===== src/design/roimean_pkg.sv =====
// ----------------------------------------------------------------------------
// roimean_pkg
// Shared widths, register map and reset values of the region-of-interest
// mean block.
// ----------------------------------------------------------------------------
package roimean_pkg;

  // channel payload widths
  localparam int PIXEL_W = 16;

  // accumulator widths
  localparam int SUM_W = 40;
  localparam int CNT_W = 25;

  // configuration port
  localparam int ADDR_W = 4;
  localparam int DATA_W = 32;

  localparam int WIDTH_W = 13;
  localparam int CCOL_W  = 12;
  localparam int CROW_W  = 12;
  localparam int SIZE_W  = 13;

  localparam logic [WIDTH_W-1:0] WIDTH_RST = 13'd1920;
  localparam logic [CCOL_W-1:0]  CCOL_RST  = 12'd960;
  localparam logic [CROW_W-1:0]  CROW_RST  = 12'd1773;
  localparam logic [SIZE_W-1:0]  SIZE_RST  = 13'd100;

  typedef enum logic [1:0] {
    REG_IMAGE_WIDTH   = 2'd0,
    REG_CENTER_COLUMN = 2'd1,
    REG_CENTER_ROW    = 2'd2,
    REG_REGION_SIZE   = 2'd3
  } reg_idx_t;

endpackage


===== src/design/roimean_if.sv =====
// ----------------------------------------------------------------------------
// roimean channel interfaces
// Valid/ready channels for the pixel stream and for the mean results.
// ----------------------------------------------------------------------------
interface roimean_in_if;
  import roimean_pkg::*;

  logic               valid;
  logic               ready;
  logic [PIXEL_W-1:0] pixel;
  logic               frame_end;

  modport source (output valid, pixel, frame_end, input ready);
  modport sink   (input valid, pixel, frame_end, output ready);
endinterface

interface roimean_out_if;
  import roimean_pkg::*;

  logic               valid;
  logic               ready;
  logic [PIXEL_W-1:0] mean_value;
  logic               window_empty;

  modport source (output valid, mean_value, window_empty, input ready);
  modport sink   (input valid, mean_value, window_empty, output ready);
endinterface


===== src/design/roi_mean_rounded_top.sv =====
// Result: a frame end beat is followed by a result after the setup state,
//   PIXEL_BITS+1 divider steps and the output load.
// Throughput: one pixel per cycle inside a frame; after each frame end the input
//   stalls until its result is loaded, longer while an earlier result waits.
// Reset: synchronous active-low rst_n clears counters, accumulators and valids
//   and loads the register defaults.
// ----------------------------------------------------------------------------
// roi_mean_rounded_top
// Sums pixels of a square window in a raster stream and outputs the rounded
// mean on each frame end through a bit-serial divider.
// ----------------------------------------------------------------------------
module roi_mean_rounded_top #(
  parameter int COORD_BITS = 12,
  parameter int PIXEL_BITS = 16
) (
  input  logic                        clk,
  input  logic                        rst_n,
  roimean_in_if.sink                  in_if,
  roimean_out_if.source               out_if,
  input  logic                        psel,
  input  logic                        penable,
  input  logic                        pwrite,
  input  logic [roimean_pkg::ADDR_W-1:0] paddr,
  input  logic [roimean_pkg::DATA_W-1:0] pwdata,
  output logic [roimean_pkg::DATA_W-1:0] prdata,
  output logic                        pready
);
  import roimean_pkg::*;

  localparam int CMP_W  = COORD_BITS + 2;
  localparam int WID_W  = (COORD_BITS + 2 > WIDTH_W + 1) ? COORD_BITS + 2 : WIDTH_W + 1;
  localparam int NUM_W  = SUM_W + 2;
  localparam int DEN_W  = CNT_W + 1 + PIXEL_BITS;
  localparam int DIV_W  = (NUM_W > DEN_W) ? NUM_W : DEN_W;
  localparam int QW     = PIXEL_BITS + 1;
  localparam int STEP_W = $clog2(PIXEL_BITS + 1);

  localparam logic [COORD_BITS-1:0] COORD_MAX = {COORD_BITS{1'b1}};
  localparam logic [PIXEL_BITS-1:0] PIX_MAX   = {PIXEL_BITS{1'b1}};
  localparam logic [SUM_W-1:0]      SUM_MAX   = {SUM_W{1'b1}};
  localparam logic [CNT_W-1:0]      CNT_MAX   = {CNT_W{1'b1}};

  typedef enum logic [1:0] {
    ST_ACC,
    ST_PREP,
    ST_DIV,
    ST_DONE
  } state_t;

  // configuration registers
  logic [WIDTH_W-1:0] width_r;
  logic [CCOL_W-1:0]  ccol_r;
  logic [CROW_W-1:0]  crow_r;
  logic [SIZE_W-1:0]  size_r;

  reg_idx_t reg_idx;
  logic     cfg_wr;

  assign reg_idx = reg_idx_t'(paddr[3:2]);
  assign cfg_wr  = psel && penable && pwrite;
  assign pready  = 1'b1;

  always_comb begin
    case (reg_idx)
      REG_IMAGE_WIDTH:   prdata = DATA_W'(width_r);
      REG_CENTER_COLUMN: prdata = DATA_W'(ccol_r);
      REG_CENTER_ROW:    prdata = DATA_W'(crow_r);
      REG_REGION_SIZE:   prdata = DATA_W'(size_r);
      default:           prdata = '0;
    endcase
  end

  always_ff @(posedge clk) begin
    if (!rst_n) begin
      width_r <= WIDTH_RST;
      ccol_r  <= CCOL_RST;
      crow_r  <= CROW_RST;
      size_r  <= SIZE_RST;
    end else if (cfg_wr) begin
      case (reg_idx)
        REG_IMAGE_WIDTH:   width_r <= pwdata[WIDTH_W-1:0];
        REG_CENTER_COLUMN: ccol_r  <= pwdata[CCOL_W-1:0];
        REG_CENTER_ROW:    crow_r  <= pwdata[CROW_W-1:0];
        REG_REGION_SIZE:   size_r  <= pwdata[SIZE_W-1:0];
        default: ;
      endcase
    end
  end

  // datapath state
  state_t                state_r, state_nxt;
  logic [COORD_BITS-1:0] col_r, col_nxt;
  logic [COORD_BITS-1:0] row_r, row_nxt;
  logic [SUM_W-1:0]      sum_r, sum_nxt;
  logic [CNT_W-1:0]      cnt_r, cnt_nxt;
  logic [DIV_W-1:0]      rem_r, rem_nxt;
  logic [DIV_W-1:0]      dsh_r, dsh_nxt;
  logic [QW-1:0]         quo_r, quo_nxt;
  logic [STEP_W-1:0]     step_r, step_nxt;
  logic                  empty_r, empty_nxt;
  logic                  out_valid_r, out_valid_nxt;
  logic [PIXEL_W-1:0]    out_mean_r, out_mean_nxt;
  logic                  out_empty_r, out_empty_nxt;

  // window test
  logic [COORD_BITS-1:0] ccol_m, crow_m;
  logic [COORD_BITS:0]   size_m;
  logic [CMP_W-1:0]      half;
  logic                  in_col, in_row;
  logic                  beat;
  logic [PIXEL_BITS-1:0] pix;
  logic [SUM_W:0]        sum_add;
  logic [WID_W-1:0]      col_p1;
  logic                  wrap;
  logic                  ge;
  logic [PIXEL_BITS-1:0] res_mean;

  assign ccol_m = COORD_BITS'(ccol_r);
  assign crow_m = COORD_BITS'(crow_r);
  assign size_m = (COORD_BITS + 1)'(size_r);
  assign half   = CMP_W'(size_m >> 1);

  // start <= p <= end, rewritten without negatives
  assign in_col = (CMP_W'(col_r) + half >= CMP_W'(ccol_m)) &&
                  (CMP_W'(col_r) < CMP_W'(ccol_m) + half);
  assign in_row = (CMP_W'(row_r) + half >= CMP_W'(crow_m)) &&
                  (CMP_W'(row_r) < CMP_W'(crow_m) + half);

  assign beat    = in_if.valid && in_if.ready;
  assign pix     = in_if.pixel[PIXEL_BITS-1:0];
  assign sum_add = {1'b0, sum_r} + (SUM_W + 1)'(pix);
  assign col_p1  = WID_W'(col_r) + WID_W'(1);
  assign wrap    = (col_p1 >= WID_W'(width_r)) || (col_r == COORD_MAX);
  assign ge      = (rem_r >= dsh_r);

  assign res_mean = empty_r ? '0 : (quo_r[PIXEL_BITS] ? PIX_MAX : quo_r[PIXEL_BITS-1:0]);

  assign in_if.ready         = (state_r == ST_ACC);
  assign out_if.valid        = out_valid_r;
  assign out_if.mean_value   = out_mean_r;
  assign out_if.window_empty = out_empty_r;

  always_comb begin
    state_nxt     = state_r;
    col_nxt       = col_r;
    row_nxt       = row_r;
    sum_nxt       = sum_r;
    cnt_nxt       = cnt_r;
    rem_nxt       = rem_r;
    dsh_nxt       = dsh_r;
    quo_nxt       = quo_r;
    step_nxt      = step_r;
    empty_nxt     = empty_r;
    out_valid_nxt = out_valid_r && !out_if.ready;
    out_mean_nxt  = out_mean_r;
    out_empty_nxt = out_empty_r;

    case (state_r)
      ST_ACC: begin
        if (beat) begin
          if (in_col && in_row) begin
            sum_nxt = sum_add[SUM_W] ? SUM_MAX : sum_add[SUM_W-1:0];
            if (cnt_r != CNT_MAX) begin
              cnt_nxt = cnt_r + CNT_W'(1);
            end
          end
          if (in_if.frame_end) begin
            col_nxt   = '0;
            row_nxt   = '0;
            state_nxt = ST_PREP;
          end else if (wrap) begin
            col_nxt = '0;
            row_nxt = row_r + COORD_BITS'(1);
          end else begin
            col_nxt = col_r + COORD_BITS'(1);
          end
        end
      end
      ST_PREP: begin
        // numerator 2*sum+count, divisor 2*count aligned to the top quotient bit
        rem_nxt   = DIV_W'({sum_r, 1'b0}) + DIV_W'(cnt_r);
        dsh_nxt   = DIV_W'({cnt_r, 1'b0}) << PIXEL_BITS;
        quo_nxt   = '0;
        step_nxt  = STEP_W'(PIXEL_BITS);
        empty_nxt = (cnt_r == '0);
        sum_nxt   = '0;
        cnt_nxt   = '0;
        state_nxt = ST_DIV;
      end
      ST_DIV: begin
        if (ge) begin
          rem_nxt = rem_r - dsh_r;
        end
        quo_nxt = {quo_r[PIXEL_BITS-1:0], ge};
        dsh_nxt = dsh_r >> 1;
        if (step_r == '0) begin
          state_nxt = ST_DONE;
        end else begin
          step_nxt = step_r - STEP_W'(1);
        end
      end
      ST_DONE: begin
        if (!out_valid_r || out_if.ready) begin
          out_valid_nxt = 1'b1;
          out_mean_nxt  = PIXEL_W'(res_mean);
          out_empty_nxt = empty_r;
          state_nxt     = ST_ACC;
        end
      end
      default: begin
        state_nxt = ST_ACC;
      end
    endcase
  end

  always_ff @(posedge clk) begin
    if (!rst_n) begin
      state_r     <= ST_ACC;
      col_r       <= '0;
      row_r       <= '0;
      sum_r       <= '0;
      cnt_r       <= '0;
      step_r      <= '0;
      empty_r     <= 1'b0;
      out_valid_r <= 1'b0;
    end else begin
      state_r     <= state_nxt;
      col_r       <= col_nxt;
      row_r       <= row_nxt;
      sum_r       <= sum_nxt;
      cnt_r       <= cnt_nxt;
      step_r      <= step_nxt;
      empty_r     <= empty_nxt;
      out_valid_r <= out_valid_nxt;
    end
    rem_r       <= rem_nxt;
    dsh_r       <= dsh_nxt;
    quo_r       <= quo_nxt;
    out_mean_r  <= out_mean_nxt;
    out_empty_r <= out_empty_nxt;
  end

  // a frame end beat always starts the divider
  a_frame_end_starts_div: assert property (@(posedge clk) disable iff (!rst_n)
    (beat && in_if.frame_end) |=> (state_r == ST_PREP))
    else $error("frame end did not start the divider");

  // the sum is zero whenever the count is zero
  a_sum_needs_count: assert property (@(posedge clk) disable iff (!rst_n)
    (cnt_r == '0) |-> (sum_r == '0))
    else $error("window sum nonzero with zero count");

  // an empty window reports a zero mean
  a_empty_mean_zero: assert property (@(posedge clk) disable iff (!rst_n)
    (out_valid_r && out_empty_r) |-> (out_mean_r == '0))
    else $error("empty window with nonzero mean");

  // accumulators are clear while the divider runs
  a_acc_clear_in_div: assert property (@(posedge clk) disable iff (!rst_n)
    (state_r == ST_DIV) |-> (sum_r == '0 && cnt_r == '0 && col_r == '0 && row_r == '0))
    else $error("accumulator not cleared during divide");

  // a result is loaded only from the done state
  a_out_from_done: assert property (@(posedge clk) disable iff (!rst_n)
    $rose(out_valid_r) |-> ($past(state_r) == ST_DONE))
    else $error("result loaded outside done state");

endmodule


===== src/flat_wrapper.sv =====
// flat-port wrapper written by rule: the top's interface ports become plain ports
module roi_mean_rounded_top_flat import roimean_pkg::*;
#(
  parameter int COORD_BITS = 12,
  parameter int PIXEL_BITS = 16
)
  (clk, rst_n, psel, penable, pwrite, paddr, pwdata, prdata, pready, in_if_valid, in_if_pixel, in_if_frame_end, in_if_ready, out_if_valid, out_if_mean_value, out_if_window_empty, out_if_ready);
  roimean_in_if in_if_i ();
  roimean_out_if out_if_i ();
  input  logic clk;
  input  logic rst_n;
  input  logic psel;
  input  logic penable;
  input  logic pwrite;
  input  logic [roimean_pkg::ADDR_W-1:0] paddr;
  input  logic [roimean_pkg::DATA_W-1:0] pwdata;
  output logic [roimean_pkg::DATA_W-1:0] prdata;
  output logic pready;
  input wire logic [$bits(in_if_i.valid)-1:0] in_if_valid;
  input wire logic [$bits(in_if_i.pixel)-1:0] in_if_pixel;
  input wire logic [$bits(in_if_i.frame_end)-1:0] in_if_frame_end;
  output wire logic [$bits(in_if_i.ready)-1:0] in_if_ready;
  output wire logic [$bits(out_if_i.valid)-1:0] out_if_valid;
  output wire logic [$bits(out_if_i.mean_value)-1:0] out_if_mean_value;
  output wire logic [$bits(out_if_i.window_empty)-1:0] out_if_window_empty;
  input wire logic [$bits(out_if_i.ready)-1:0] out_if_ready;
  assign in_if_i.valid = in_if_valid;
  assign in_if_i.pixel = in_if_pixel;
  assign in_if_i.frame_end = in_if_frame_end;
  assign in_if_ready = in_if_i.ready;
  assign out_if_valid = out_if_i.valid;
  assign out_if_mean_value = out_if_i.mean_value;
  assign out_if_window_empty = out_if_i.window_empty;
  assign out_if_i.ready = out_if_ready;
  roi_mean_rounded_top #(.COORD_BITS(COORD_BITS), .PIXEL_BITS(PIXEL_BITS)) u_core (.clk(clk), .rst_n(rst_n), .in_if(in_if_i), .out_if(out_if_i), .psel(psel), .penable(penable), .pwrite(pwrite), .paddr(paddr), .pwdata(pwdata), .prdata(prdata), .pready(pready));
endmodule

===== config.mk =====
export PLATFORM = sky130hd
export DESIGN_NAME = roi_mean_rounded_top_flat
export DESIGN_NICKNAME = d
export VERILOG_FILES = /design/src/design/roimean_pkg.sv /design/src/design/roimean_if.sv /design/src/design/roi_mean_rounded_top.sv /design/src/flat_wrapper.sv
export SDC_FILE = /design/constraint.sdc
export NUM_CORES = 1
export LEC_CHECK = 0
export ABC_AREA = 1
export ABC_CLOCK_PERIOD_IN_PS = 9700
export BUFFER_PORTS_ARGS = -buffer_cell sky130_fd_sc_hd__buf_2
export CAP_MARGIN = 20
export CORE_UTILIZATION = 45
export DETAILED_ROUTE_END_ITERATION = 8
export SLEW_MARGIN = 25
export SYNTH_ARGS = -nofsm -noshare
export SYNTH_HDL_FRONTEND = slang
export SYNTH_SLANG_ARGS = --single-unit

===== constraint.sdc =====
create_clock -name clk -period 9.7 [get_ports clk]
set_input_delay 1.94 -clock clk [delete_from_list [all_inputs] [get_ports clk]]
set_output_delay 1.94 -clock clk [all_outputs]
set_load 0.01 [all_outputs]

* Word-level counts from Yosys, hierarchy flattened
Cells that the tools add are included.
** Storage, ports and cells
- Output and inout port bits :: 52
- Register bits after elaboration :: 266
- Input bits :: 60
- Logic and storage cells :: 108
** Operators by class
- Reduce and logical (&&, ||, !) cells :: 30
- Equal/unequal tests :: 16
- Add/subtract/negate cells :: 12
- Multiplexer cells :: 27
- Order comparisons :: 6
** Operator list (number)
- $pmux 42 s2 :: 2
- $pmux 32 s4 :: 1
- $mux 40 :: 3
- $pmux 40 s2 :: 1
- $mux 25 :: 3
- $add 12x12->13 :: 4
- $pmux 25 s2 :: 1
- $mux 12 :: 4
- $add 41x25->42 :: 1
- $ge 42x42->1 :: 1
- $mux 42 :: 1
- $sub 42x42->42 :: 1
- $add 40x16->41 :: 1
- $pmux 17 s2 :: 1
- $ge 14x12->1 :: 2
- $lt 12x14->1 :: 2
- $add 25x1->25 const B :: 1
- $logic_not 25->1 :: 1
- $ne 25x25->1 const B :: 1
- $add 12x1->12 const B :: 2
- $mux 16 :: 1
- $reduce_and 2->1 :: 8
- $ge 14x13->1 :: 1
- $add 12x1->13 const B :: 1
- other kinds (19) :: 46

* Depth between registers and ports, before layout
Gate-level depths: netlist (run 1).
- Word-level depth :: 7
- Mapped depth :: 26

* Worst setup path before layout (run 1)
No wires, ideal clock.
- Kind :: input -> output
- From :: input paddr[2] (netlist bit)
- To :: output prdata[1] (netlist bit)
- Path slack :: 4.993 ns
- Required time :: 7.760 ns
- Stages on the path :: 7
- Data arrival time :: 2.767 ns
- Cell sequence :: inv_1 nor2_1 inv_1 clkbuf_1 nor2_1 a221oi_1 o21ai_0
** On the way
- Longest elaborated chain between the ends :: 2
** Ends and longest elaborated chain
- from (decl) :: RTL line flat_wrapper.sv:15 : input logic [roimean_pkg::ADDR_W-1:0] paddr;
- $eq 2x2->1, or another cell as far along :: RTL line roi_mean_rounded_top.sv:64 : case (reg_idx)
- $pmux 32 s4 (*) :: RTL line roi_mean_rounded_top.sv:64
- to (decl) :: RTL line flat_wrapper.sv:17 : output logic [roimean_pkg::DATA_W-1:0] prdata;
Every way passes the cells marked *; elsewhere a longest branch is shown, timed or not. The select of a mux whose other input is x is not followed.

* Worst setup path after layout (run 1)
- From :: input paddr[3] (netlist bit)
- To :: output prdata[2] (netlist bit)
Same word-level chain as after synthesis.

==> results of run 1 <==
==> cells in the mapped netlist (47+ instances only) <==
cell type	instances	area share, %
nand2_1	719	12
inv_1	456	7.9
nor2_1	336	5.8
a21oi_1	308	7.1
nand3_1	221	5.1
o21ai_0	212	4.9
ha_1	199	11
dfxtp_1	148	14
edfxtp_1	118	16
xor2_1	69	2.8
nor3_1	58	1.3
clkbuf_1	47	0.81
==> final cells by class <==
class                   instances  share of cell area, %
repair buffers                 81                   1.90
inverters                     461                   7.27
clock inverters                16                   1.08
well taps                     615                   3.23
clock buffers                  48                   4.10
flip-flops and latches        266                   27.3
multi-input cells            2404                   55.1
==> worst reg2reg max path, cell delays in order (launching register included) <==
cell	delay (ns)
dfxtp_1	0.59
inv_1	0.27
fa_1	0.52
nand3b_1	0.17
nand2_1	0.16
nand2_1	0.08
nand2_1	0.11
nand2_1	0.08
xnor2_1	0.13
ha_1	0.27
nand2_1	0.06
inv_1	0.05
nand2_1	0.04
nand2_1	0.05
nand2_1	0.05
nand2_1	0.06
inv_1	0.04
nand3_1	0.21
nand3_2	0.14
nor2_4	0.16
nand3_4	0.45
nand2_4	0.63
nand2_1	0.32
nand2_1	0.13
a21oi_1	0.07
==> layout by cell type (no fill, tap or decap), drive strengths merged, types with 25 or more instances in the layout <==
| cell | n |
|---|---|
| buf | 81 |
| inv | 461 |
| nand2 | 724 |
| o21ai | 240 |
| nor2 | 347 |
| nand4 | 42 |
| nand3 | 224 |
| a31oi | 25 |
| a21oi | 308 |
| dfxtp | 148 |
| clkbuf | 48 |
| xor2 | 69 |
| edfxtp | 118 |
| nor3 | 59 |
| ha | 199 |
==> kinds of logic (layout without fill, tap and decap cells) <==
logic type	after synthesis	count (layout)	share of synthesized area, %
xor gates and xnor gates	89	89	3.58
AOI/OAI and AO/OA	664	664	16.5
buffers and inverters	559	606	10.5
and+or+nand+nor	1425	1425	27.5
adders and majority gates	206	206	12.1
DFF	266	266	29.8
other	2	20	0.0345
==> worst max-delay path by stage <==
stage,from,to,slack [ns],depth (start not counted)
after floorplan,paddr[2],prdata[1],4.99,7
after global placement,in_if_valid,u_core.sum_r[5],4.45,9
after detailed placement,in_if_valid,u_core.sum_r[9],4.40,9
after CTS,u_core.size_m[2],u_core.sum_r[9],4.50,23
after global routing,u_core.size_m[2],u_core.cnt_r[15],4.32,21
final,paddr[3],prdata[2],4.58,8
==> state kept, by name, summed over array words and instances (netlist names) <==
register	cells
u_core.step_r	5
u_core.ccol_m	12
u_core.crow_m	12
u_core.out_if.valid	1
u_core.out_if.mean_value	16
u_core.cnt_r	25
u_core.empty_r	1
u_core.state_r	2
u_core.col_r	12
u_core.row_r	12
u_core.out_if.window_empty	1
u_core.rem_r	42
u_core.quo_r	17
u_core.dsh_r	42
u_core.width_r	13
u_core.sum_r	40
u_core.size_m	13
==> power breakdown <==
| group | internal (uW) | leakage, uW | total, uW | switching [uW] |
|---|---|---|---|---|
| logic | 825 | 0.00815 | 2860 | 2040 |
| registers | 1590 | 0.00234 | 1780 | 187 |
| clock network | 870 | 0.000592 | 1410 | 536 |
==> routing by layer <==
metal | up-vias | GRT usage (%) | part of all wire, %
met5 | - | 0 | 0
met3 | 89 | 4.12 | 6.4
met4 | 0 | 7.66 | 2.2
li1 | 10715 | - | -
met1 | 9762 | 40.7 | 48
met2 | 570 | 44.3 | 43
==> stage by stage <==
stage	setup slack (ns)	hold slack, ns	instance area (um2)	total power [uW]	utilization, %
global placement	4.45	0.467	22500	4600	47.2
detailed placement	4.40	0.470	22500	4620	47.2
global route	4.32	0.508	23800	6500	49.8
CTS	4.50	0.479	23800	6040	49.8
finish	4.58	0.478	23800	6050	49.8
floorplan	4.99	0.406	21900	3700	-
==> results.py, run 1 <==
metrics = {
    "sta": {
        "hold_violations": 0,
        "rsz0062_at_grt": "no",
        "fin_tns_setup_ns": 0,
        "min_period_ns": 5.12,
        "drv_slew": 0,
        "fin_worst_skew_ns": 0.0155,
        "setup_viol": 0,
        "fmax_mhz": 195,
        "tightest_slew_ns": 0.966,
        "fin_crit_sh_pct": 52.8,
        "max_slew_margin_pct": 35.3,
    },
    "cells_and_area": {
        "finalNetCount": 3515,
        "antenna_cells": 0,
        "multi_input_area_um2": 13100,
        "fin_cells": 3891,
        "layout-drive-gt1-share_pct": 5.34,
        "seq_area_um2": 6510,
        "fillers": 4903,
        "areaGrowthSynthToFinish_pct": 9.15,
    },
    "die": {
        "initial_core_util_pct": 45.7,
        "rows": 80,
        "dieArea_um2": 49300,
        "core_um2": 47700,
        "fp.dieH_um": 222,
        "die_x_um": 222,
        "pin_count": 112,
    },
    "clock_tree": {
        "numCtsBuffers": 35,
        "cts_hold_buffers": 0,
        "clock-sinks": 266,
        "cts_resized": 0,
        "cts_setup_buffers": 0,
        "cts_tree": "built",
        "clk_pin_slew_ns": 0.06,
        "htreeDepth": 2,
        "insertion_delay_ns": 0.56,
        "root_buffer": "clkbuf_16",
        "cts_buffer_depth": 3,
    },
    "setup_path": {
        "crit_arrival_ns": 3.18,
        "cp_max_fo": 13,
        "cp-end-kind": "primary output",
        "crit_chain": "buf_2 > inv_1 > nor2_1 > nand2_1 > o21ai_0 > a21oi_1 > o21ai_0 > buf_2",
        "critPathTopFamily": "simple AND/OR/NAND/NOR gates",
        "reg2reg_to": "u_core.cnt_r[8]",
        "cp_slowest_stage_delay_ns": 0.55,
        "reg2reg_slack_ns": 4.73,
        "cp_num_buf_inv": 3,
        "cp_slowest_cell": "nor2_1",
        "worstRegToRegCells": 24,
        "path_class": "in -> out",
        "start_kind": "primary input",
        "rr_startpoint": "u_core.size_m[2]",
        "critPathRequiredTime_ns": 7.76,
    },
    "worst_hold_path": {
        "min_from": "u_core.step_r[0]",
        "hold_end": "u_core.step_r[0]",
        "hold_depth": 1,
        "holdCritPathClass": "reg -> reg",
    },
    "outcome": {
        "status": "completed",
    },
    "logic_synthesis": {
        "ys_seq_area_share_pct": 29.8,
        "synthCells": 3211,
        "synth_top_flop_cell": "dfxtp_1",
        "synth-edff-count": 118,
        "avgSynthCellArea_um2": 6.79,
        "netlist_area_um2": 21800,
        "ys_ff_latch": 266,
        "async_flop_share_pct": 0,
        "yosysWarnings": 0,
        "synth.distinct_cells": 54,
    },
    "routing": {
        "firstDrtPassIters": 6,
        "via_count": 21136,
        "routed_wl_mm": 69.9,
        "vias_per_cell": 5.43,
        "drtIter0Drc": 1583,
        "final_antenna_net_count": 0,
        "wire_per_inst_um": 18.0,
        "drc": 0,
    },
    "power_and_ir_drop": {
        "ir_drop_uv": 178,
        "leakage_uw": 0.0111,
        "p_per_area_nw_per_um2": 254,
    },
    "placed_design": {
        "dp.cells": 3826,
        "hpwlAfterDp_mm": 55.0,
        "io_buffers": 70,
        "place.gp.congestion": 0.961,
    },
    "global_route": {
        "grt_max_degree": 93,
        "antenna_found_initial": 0,
        "grt_pass1_wl_mm": 110,
        "grt_pass1_vias": 19753,
        "overflow": 0,
        "grt.total_usage_pct": 28.4,
    },
    "job": {
        "max-cap-violations": 0,
    },
}
Note: power is estimated with default switching activity, not from simulation.
==> run 2, diff against run 1 <==
--- a/config.mk
+++ b/config.mk
@@ -6,7 +6,7 @@
 export NUM_CORES = 1
 export LEC_CHECK = 0
 export ABC_AREA = 1
-export ABC_CLOCK_PERIOD_IN_PS = 9700
+export ABC_CLOCK_PERIOD_IN_PS = 5350
 export BUFFER_PORTS_ARGS = -buffer_cell sky130_fd_sc_hd__buf_2
 export CAP_MARGIN = 20
 export CORE_UTILIZATION = 45
==> constraint.sdc (replaced) <==
create_clock -name clk -period 5.35 [get_ports clk]
set_input_delay 1.07 -clock clk [delete_from_list [all_inputs] [get_ports clk]]
set_output_delay 1.07 -clock clk [all_outputs]
set_load 0.01 [all_outputs]
==> run 2 against run 1 <==
Effect of this change:
- via count is 0.44% higher
- clock skew hardly changed
- highest routed layer is now met5
- die area stayed put
- global-route usage is 0.72 points lower
- first-iteration DRC count is 10% higher
- sequential share of layout area is 0.091 points higher
==> results.py, run 2 (synthesis gave the netlist of run 1 again) <==
metrics = {
    "setup_path": {
        "cp_num_buf_inv": 2,
        "crit_chain": "inv_1 > fa_1 > nand3b_1 > nand2_1 > nand2_1 > nand2_1 > nand3_1 > nand2_1 > xor2_1 > ha_1 > nand2_1 > nor3_1 > nand2_1 > nand3_1 > nand3_2 > nor2_4 > nand3_4 > nand2_4 > buf_12 > nand3_1 > nand2_1 > nor2_1",
        "cp_common_cell": "nand2_1",
        "cp-end-kind": "register",
        "worstRegToRegCells": 22,
        "reg2reg_slack_ns": 1.24,
        "start_kind": "register",
        "path_class": "reg -> reg",
        "reg2reg_to": "u_core.cnt_r[20]",
        "cp_slowest_cell": "dfxtp_1",
        "cp_slowest_stage_delay_ns": 0.60,
        "crit_arrival_ns": 4.55,
        "critPathRequiredTime_ns": 5.79,
        "critPathTopFamily": "simple AND/OR/NAND/NOR gates",
        "cp_max_fo": 29,
        "rr_startpoint": "u_core.size_m[2]",
    },
    "clock_tree": {
        "cts_setup_buffers": 0,
        "clock-sinks": 266,
        "numCtsBuffers": 34,
        "htreeDepth": 2,
        "root_buffer": "clkbuf_16",
        "cts_buffer_depth": 3,
        "clk_pin_slew_ns": 0.06,
        "cts_resized": 0,
        "cts_tree": "built",
        "insertion_delay_ns": 0.56,
        "cts_hold_buffers": 0,
    },
    "placed_design": {
        "io_buffers": 70,
        "hpwlAfterDp_mm": 54.2,
        "pre_cts_slack_ns": 1.26,
        "place.gp.congestion": 0.999,
    },
    "cells_and_area": {
        "fillers": 4902,
        "layout_commonest_cell": "nand2_1",
        "areaGrowthSynthToFinish_pct": 8.79,
        "top_regs": "u_core.dsh_r (42), u_core.rem_r (42), u_core.sum_r (40)",
        "utilization_pct": 49.7,
        "antenna_cells": 0,
        "final_cell_mix": "718 x nand2_1, 456 x inv_1, 336 x nor2_1, 308 x a21oi_1, 221 x nand3_1",
        "layout-drive-gt1-share_pct": 5.40,
        "finalNetCount": 3518,
    },
    "sta": {
        "rsz0062_at_grt": "no",
        "hold_violations": 0,
        "drv_slew": 0,
        "worst_slack_ns": 1.24,
        "fin_worst_skew_ns": 0.0159,
        "setup_viol": 0,
        "fmax_mhz": 244,
        "max_slew_margin_pct": 44.1,
        "fin_crit_sh_pct": 76.7,
        "hold_slack_ns": 0.491,
        "tightest_slew_ns": 0.838,
        "fin_tns_setup_ns": 0,
        "min_period_ns": 4.11,
    },
    "global_route": {
        "grt_max_degree": 79,
        "antenna_found_initial": 2,
        "overflow": 0,
        "grt.total_usage_pct": 27.7,
        "grt_pass1_wl_mm": 108,
        "grt_pass1_vias": 19693,
    },
    "job": {
        "max-cap-violations": 0,
    },
    "routing": {
        "firstDrtPassIters": 5,
        "routed_wl_mm": 69.0,
        "via_count": 21228,
        "wire_per_inst_um": 17.7,
        "final_antenna_net_count": 0,
        "vias_per_cell": 5.45,
        "drtIter0Drc": 1748,
        "drc": 0,
    },
    "die": {
        "pin_count": 112,
        "initial_core_util_pct": 45.7,
        "fp.dieH_um": 222,
        "rows": 80,
        "die_x_um": 222,
        "core_um2": 47700,
        "dieArea_um2": 49300,
    },
    "power_and_ir_drop": {
        "p_per_area_nw_per_um2": 454,
        "leakage_uw": 0.0111,
        "ir_drop_uv": 233,
    },
    "worst_hold_path": {
        "holdCritPathClass": "reg -> reg",
        "hold_end": "u_core.step_r[4]",
        "min_from": "u_core.step_r[4]",
        "hold_depth": 2,
    },
    "outcome": {
        "status": "completed",
    },
}
==> run 2: worst register-to-register path: cells and delay by family (launching register included) <==
kind | cells | cell delay (ns)
adder cells (fa/ha/maj) | 2 | 0.78
AND/OR/NAND/NOR | 17 | 2.07
XOR/XNOR | 1 | 0.07
buffers and inverters | 2 | 0.50
flip-flops | 1 | 0.60
==> run 2: power breakdown <==
part | leakage, uW | total, uW | internal, uW | switching (uW)
Sequential | 0.00234 | 3230 | 2890 | 343
Clock | 0.000549 | 2350 | 1370 | 974
Combinational | 0.00817 | 5180 | 1510 | 3670
Total | 0.0111 | 10800 | 5770 | 4990
==> run 2: per-layer routing <==
layer,part of all wire [%],track usage (%),vias to the layer above,routed length (um)
met5,0.036,0,-,25
li1,-,-,10724,-
met1,47,39.3,9789,32800
met4,2.7,7.93,4,1840
met3,6.5,4.00,105,4480
met2,43,43.4,606,29900
==> run 2: metrics by stage <==
step                      instance area, um2  power (uW)  std cells
final                                  23700       10800       3892
after global routing                   23700       11500       3892
after CTS                              23700       10700       3892
after detailed placement               22600        8340       3831
after global placement                 22600        8290       3831
after floorplan                        21900        6700       3229
==> run 2: area by class of cell <==
cell class / instances / area (um2) / area share, %
well taps: 615 / 769 / 3.24
clock inverters: 17 / 163 / 0.686
clock buffers: 44 / 960 / 4.05
repair buffers: 85 / 488 / 2.06
multi-input cells: 2404 / 13100 / 55.2
flip-flops and latches: 266 / 6510 / 27.4
inverters: 461 / 1730 / 7.30
==> run 2: worst max path at each step <==
stage | start | end | slack (ns) | cells past startpoint
finish | u_core.size_m[2] | u_core.cnt_r[20] | 1.24 | 22
global route | u_core.size_m[2] | u_core.cnt_r[21] | 0.90 | 22
CTS | u_core.size_m[2] | u_core.cnt_r[20] | 1.23 | 22
detailed placement | u_core.size_m[2] | u_core.cnt_r[20] | 1.26 | 22
global placement | u_core.size_m[2] | u_core.cnt_r[21] | 1.30 | 25
floorplan | u_core.size_m[2] | u_core.sum_r[29] | 2.17 | 20
